**src/rtl/rfpc_pkg.sv**
```systemverilog
// ----------------------------------------------------------------------------
// rfpc_pkg
// Shared constants, types and the CRC15 byte step for the readback frame
// PEC checker.
// ----------------------------------------------------------------------------
package rfpc_pkg;

    localparam int MAX_DEVICES_DEF = 16;

    localparam logic [15:0] PEC_INIT = 16'h0010;
    localparam logic [15:0] PEC_POLY = 16'h4599;

    localparam int APB_ADDR_W = 2;
    localparam int APB_DATA_W = 32;
    localparam int DEV_CNT_W  = 5;

    localparam logic [APB_ADDR_W-1:0] ADDR_DEVICE_COUNT = 2'd0;

    // Byte offsets inside one device frame.
    localparam logic [2:0] POS_PEC_HIGH = 3'd6;
    localparam logic [2:0] POS_PEC_LOW  = 3'd7;

    typedef enum logic
    {
        KIND_CODE = 1'b0,
        KIND_PEC  = 1'b1
    } result_kind_t;

    typedef struct packed
    {
        result_kind_t kind;
        logic [3:0]   device_index;
        logic [3:0]   channel_index;
        logic [15:0]  code_value;
        logic         pec_ok;
        logic         any_pec_error;
        logic         last;
    } result_t;

    // One byte of the CRC15: table index from the top remainder bits, then
    // eight polynomial steps on the 15-bit entry.
    function automatic logic [15:0] crc_byte(input logic [15:0] rem,
                                             input logic [7:0]  data);
        logic [15:0] r;
        r = {1'b0, rem[14:7] ^ data, 7'b0};
        for (int b = 0; b < 8; b++)
        begin
            if (r[14])
                r = {r[14:0], 1'b0} ^ PEC_POLY;
            else
                r = {r[14:0], 1'b0};
        end
        return {rem[7:0], 8'h00} ^ r;
    endfunction

endpackage

```
**src/rtl/rfpc_core.sv**
```systemverilog
// ----------------------------------------------------------------------------
// rfpc_core
// Frame parser state: byte position, device counter, running CRC and held
// bytes. Produces the result of the current byte combinationally.
// ----------------------------------------------------------------------------
module rfpc_core
    import rfpc_pkg::*;
#(
    parameter int MAX_DEVICES = MAX_DEVICES_DEF,
    localparam int CNT_W = (MAX_DEVICES > 1) ? $clog2(MAX_DEVICES) : 1
)
(
    input  logic             clk,
    input  logic             rst_n,
    input  logic             accept,
    input  logic [7:0]       rx_byte,
    input  logic             start_of_read,
    input  logic [2:0]       group,
    input  logic [CNT_W:0]   eff_count,
    output logic             res_valid,
    output result_t          res
);

    logic [2:0]       pos_reg,    pos_next;
    logic [CNT_W-1:0] cnt_reg,    cnt_next;
    logic [15:0]      crc_reg,    crc_next;
    logic [7:0]       low_reg,    low_next;
    logic [7:0]       pec_hi_reg, pec_hi_next;
    logic             sticky_reg, sticky_next;
    logic [2:0]       grp_reg,    grp_next;

    logic [2:0]       pos;
    logic [CNT_W-1:0] cnt;
    logic [15:0]      crc;
    logic             sticky;
    logic [2:0]       grp;
    logic [3:0]       base;
    logic [15:0]      rx_pec;
    logic             ok;
    logic             is_last;

    always_comb
    begin
        // A start restarts the frame before this byte is parsed.
        pos    = start_of_read ? 3'd0 : pos_reg;
        cnt    = start_of_read ? '0 : cnt_reg;
        crc    = start_of_read ? PEC_INIT : crc_reg;
        sticky = start_of_read ? 1'b0 : sticky_reg;
        grp    = start_of_read ? group : grp_reg;

        // Aux groups, and the unused codes above them, start from channel zero.
        base = grp[2] ? 4'({2'b00, grp[1:0]} * 4'd3) : 4'({1'b0, grp} * 4'd3);

        rx_pec  = {pec_hi_reg, rx_byte};
        ok      = (rx_pec == {crc[14:0], 1'b0});
        is_last = ((CNT_W+1)'(cnt) + (CNT_W+1)'(1)) >= eff_count;

        pos_next    = pos;
        cnt_next    = cnt;
        crc_next    = crc;
        low_next    = low_reg;
        pec_hi_next = pec_hi_reg;
        sticky_next = sticky;
        grp_next    = grp;

        res_valid         = 1'b0;
        res.kind          = KIND_CODE;
        res.device_index  = 4'(cnt);
        res.channel_index = base + 4'(pos[2:1]);
        res.code_value    = {rx_byte, low_reg};
        res.pec_ok        = 1'b0;
        res.any_pec_error = sticky;
        res.last          = 1'b0;

        if (pos < POS_PEC_HIGH)
        begin
            crc_next = crc_byte(crc, rx_byte);
            pos_next = pos + 3'd1;
            if (!pos[0])
                low_next = rx_byte;
            else
                res_valid = 1'b1;
        end
        else if (pos == POS_PEC_HIGH)
        begin
            pec_hi_next = rx_byte;
            pos_next    = POS_PEC_LOW;
        end
        else
        begin
            res_valid         = 1'b1;
            res.kind          = KIND_PEC;
            res.channel_index = 4'd0;
            res.code_value    = rx_pec;
            res.pec_ok        = ok;
            res.any_pec_error = sticky | ~ok;
            res.last          = is_last;
            sticky_next       = sticky | ~ok;
            cnt_next          = is_last ? '0 : cnt + CNT_W'(1);
            pos_next          = 3'd0;
            crc_next          = PEC_INIT;
        end
    end

    always_ff @(posedge clk or negedge rst_n)
    begin
        if (!rst_n)
        begin
            pos_reg    <= 3'd0;
            cnt_reg    <= '0;
            crc_reg    <= PEC_INIT;
            low_reg    <= 8'h00;
            pec_hi_reg <= 8'h00;
            sticky_reg <= 1'b0;
            grp_reg    <= 3'd0;
        end
        else if (accept)
        begin
            pos_reg    <= pos_next;
            cnt_reg    <= cnt_next;
            crc_reg    <= crc_next;
            low_reg    <= low_next;
            pec_hi_reg <= pec_hi_next;
            sticky_reg <= sticky_next;
            grp_reg    <= grp_next;
        end
    end

    // The CRC restarts after every PEC byte.
    a_crc_restart: assert property (@(posedge clk) disable iff (!rst_n)
        accept && (pos == POS_PEC_LOW) |=> (crc_reg == PEC_INIT) && (pos_reg == 3'd0))
        else $error("CRC not restarted after PEC byte");

    // The sticky error never clears without a start.
    a_sticky_hold: assert property (@(posedge clk) disable iff (!rst_n)
        sticky_reg && !(accept && start_of_read) |=> sticky_reg)
        else $error("sticky error dropped without a start");

    // The device counter wraps on the last device.
    a_cnt_wrap: assert property (@(posedge clk) disable iff (!rst_n)
        accept && res_valid && res.last |=> (cnt_reg == '0))
        else $error("device counter did not wrap after last device");

endmodule

```
**config.mk**
```make
export PLATFORM = sky130hd
export DESIGN_NAME = rfpc_core
export DESIGN_NICKNAME = d
export VERILOG_FILES = /design/src/rtl/rfpc_pkg.sv /design/src/rtl/rfpc_core.sv
export SDC_FILE = /design/constraint.sdc
export NUM_CORES = 1
export LEC_CHECK = 0
export BUFFER_PORTS_ARGS = -buffer_cell sky130_fd_sc_hd__buf_4
export CORE_MARGIN = 2
export CORE_UTILIZATION = 30
export DETAILED_ROUTE_END_ITERATION = 7
export HOLD_SLACK_MARGIN = 0.08
export PLACE_DENSITY_LB_ADDON = 0.25
export SKIP_CTS_REPAIR_TIMING = 1
export SYNTH_ARGS = -nofsm -noshare
export SYNTH_HDL_FRONTEND = slang
export SYNTH_SLANG_ARGS = --single-unit
```
**constraint.sdc**
```tcl
create_clock -name clk -period 9.5 [get_ports clk]
set_clock_uncertainty 0.05 [all_clocks]
set_input_delay 1.425 -clock clk [delete_from_list [all_inputs] [get_ports clk]]
set_output_delay 1.425 -clock clk [all_outputs]
set_load 0.02 [all_outputs]
```
==> results.json <==
{
  "die_h_um": 106.7,
  "crit_fanout": 35,
  "yosys_warnings": 0,
  "syn_nets": 407,
  "start_kind": "input pin",
  "cp_slowest_cell": "nor4_1",
  "p_int_uw": 583.6,
  "place_ws_ns": 4.507,
  "p_switching_uw": 437.2,
  "fmax_mhz": 199.9,
  "place_congestion": 0.8559,
  "r2r_setup_slack_ns": 7.16,
  "grt_pass1_wl_um": 13630,
  "crit_arrival_ns": 3.53,
  "required_ns": 8.03,
  "synth-edff-count": 0,
  "timing.rr.end": "crc_reg[0]",
  "p_leak_uw": 0.001665,
  "ant_nets": 0,
  "clk_pin_slew_ns": 0.08,
  "drv_cap": 0,
  "grt_usage_pct": 15.12,
  "coreArea_um2": 10280,
  "dr.pass1.iters": 4,
  "hp-class": "reg -> reg",
  "ys_ff_latch": 41,
  "rsz0062_at_grt": "false",
  "yosysUniqueCellTypes": 49,
  "io_buffers": 47,
  "die_area_um2": 11390,
  "r2r_start": "pos_reg[1]",
  "cts_sinks": 41,
  "hold_path_depth": 2,
  "netlist_area_um2": 3166,
  "nets": 437,
  "utilization_pct": 35.67,
  "antenna_found_initial": 0,
  "clockPowerShare_pct": 11.3,
  "largest_register_ffs": 15,
  "place_inst": 534,
  "routedWlPerCell_um": 14.90,
  "syn_area_per_cell_um2": 8.441,
  "fillers": 1092,
  "finalHoldViolations": 0,
  "vias": 2578,
  "dr.first_iter.drc_count": 95,
  "r2r_cells": 6,
  "fin_cells": 542,
  "grt_overflow": 0,
  "fin_crit_ns": 5.002,
  "yosysTopAreaCell": "dfrtp_1",
  "ys_seq_area_share_pct": 32.45,
  "die_x_um": 106.7,
  "cp_top_family": "simple AND/OR/NAND/NOR gates",
  "endpoint_kind": "output port",
  "slowest_delay_ns": 0.54,
  "comb_power_share_pct": 58.3,
  "viasPerCell": 4.756,
  "p_sw_share_pct": 42.83,
  "drcViolationCount": 0,
  "tns_ns": 0,
  "cp_cell_sequence": "buf_4 -> inv_2 -> nor4_1 -> nand2_1 -> o21ai_0 -> nand4_1 -> nor4_1 -> and2_1 -> buf_4",
  "syn2layout_area_growth_pct": 15.81,
  "diodes": 0,
  "vdd_ir_drop_max_mv": 0.1140,
  "drt_wl_total_um": 8076,
  "num_rows": 37,
  "layout-drive-gt1-share_pct": 19.95,
  "yosysMostFrequentCell": "nand2_1",
  "clockRootBuffer": "clkbuf_8",
  "hold_end": "sticky_reg",
  "io_pins": 49,
  "synth_top_area_share_pct": 31.62,
  "clk_latency_ns": 0.29,
  "synth-async-reset-ratio_pct": 100.0,
  "first_global_vias": 2725,
  "seq_power_share_pct": 30.3,
  "fin_crit_sh_pct": 52.65,
  "cts_buffers": 5,
  "clockBufferDepth": 2,
  "initial_core_util_pct": 30.80,
  "netlist_instances": 375,
  "status": "finished clean",
  "synth_common_cells": "nand2_1, xnor2_1, dfrtp_1",
  "cts_tree": "yes",
  "synthTopCellsByArea": "dfrtp_1, xnor2_1, nand2_1",
  "drv_slew": 0,
  "relSlewSlack_pct": 16.83,
  "finalSetupViolations": 0,
  "criticalPathCategory": "in -> out",
  "dp_hpwl_um": 5731,
  "grt_max_degree": 42,
  "synth_ff_type": "dfrtp_1",
  "worst_slew_pin_slew_ns": 1.239,
  "powerDensity_nw_per_um2": 278.5,
  "critPathBufInv": 3,
  "min_from": "sticky_reg",
  "cts_max_level": 2,
  "final.setup.worst_slack_ns": 4.498
}
worst max-delay path by stage:
| stage | startpoint | to | slack (ns) | cells past startpoint |
|---|---|---|---|---|
| after CTS | start_of_read | res[2] | 4.49 | 9 |
| final | start_of_read | res[2] | 4.50 | 9 |
| after detailed placement | start_of_read | res[2] | 4.51 | 9 |
| after floorplan | start_of_read | res[10] | 4.03 | 13 |
| after global routing | start_of_read | res[2] | 4.26 | 9 |
| after global placement | start_of_read | res[1] | 4.50 | 9 |
cell type report:
cell class	instances	area [um^2]	area share (%)
Clock buffer	6	72.57	1.980
Clock inverter	2	10.01	0.2730
Inverter	25	93.84	2.560
Multi-Input combinational cell	284	1932	52.70
Sequential cell	41	1027	28.02
Tap cell	136	170.2	4.642
Timing Repair Buffer	48	360.3	9.829
metrics by stage:
step / hold slack (ns) / total power, uW / cell area, um^2
3_3_place_gp: 0.4138 / 895.3 / 3583
3_5_place_dp: 0.4195 / 909.2 / 3583
6_report: 0.4356 / 1021 / 3666
5_1_grt: 0.4636 / 1112 / 3666
2_1_floorplan: 0.3990 / 783.6 / 3166
4_1_cts: 0.4379 / 1029 / 3666
logic make-up (layout without fill, tap and decap cells):
family / Yosys count / in the layout / synth area share (%)
AND/OR/NAND/NOR: 127 / 127 / 17.59
XOR/XNOR: 64 / 64 / 19.72
AO/OA/AOI/OAI: 63 / 63 / 12.45
buffers and inverters: 50 / 81 / 6.521
flip-flops: 41 / 41 / 32.45
multiplexers: 18 / 18 / 6.285
adder cells (fa/ha/maj): 12 / 12 / 4.980
power by group through the flow:
| stage | combinational [uW] | sequential (uW) | clock (uW) |
|---|---|---|---|
| 2_1_floorplan | 507 | 277 | 0 |
| 3_3_place_gp | 586 | 310 | 0 |
| 3_5_place_dp | 598 | 311 | 0 |
| 4_1_cts | 602 | 308 | 119 |
| 5_1_grt | 665 | 320 | 127 |
| 6_report | 595 | 310 | 116 |
worst min-delay path: cells and delay by family, from the launching register on:
kind,cells,cell delay (ns)
compound gates,1,0.06
flops,1,0.35
simple gates,1,0.05
layer usage:
metal	vias up	part of all wire, %	wire (um)	GRT usage, %
li1	1291	-	-	-
met5	-	0	0	0
met4	0	0.99	80	3.803
met2	50	47	3810	25.34
met3	6	3.6	292	2.675
met1	1231	48	3893	20.18
cell usage in the layout, fill, tap and decap left out, types with 2 or more instances in the layout:
cell type | Yosys | layout
mux2_2 | 15 | 15
nand2_1 | 69 | 69
o22ai_1 | 2 | 2
and2_1 | 3 | 3
o21ai_1 | 3 | 3
xnor2_1 | 45 | 45
a31oi_1 | 3 | 3
nand4_1 | 2 | 2
ha_1 | 11 | 11
nand3_1 | 3 | 3
inv_1 | 24 | 24
nand2b_1 | 2 | 2
a32o_1 | 2 | 2
a22o_1 | 3 | 3
clkbuf_8 | 0 | 5
a21o_1 | 3 | 3
o21ai_0 | 27 | 27
a41oi_1 | 2 | 2
nor2_1 | 30 | 30
a21oi_1 | 9 | 9
and3_1 | 2 | 2
o2bb2ai_1 | 2 | 2
nor2b_1 | 9 | 9
nor4_1 | 3 | 3
clkinv_2 | 0 | 2
dfrtp_1 | 40 | 40
xor2_1 | 13 | 13
mux2i_1 | 3 | 3
buf_4 | 2 | 48
xnor2_2 | 3 | 3
No activity file was read; power rests on OpenSTA's default activity.
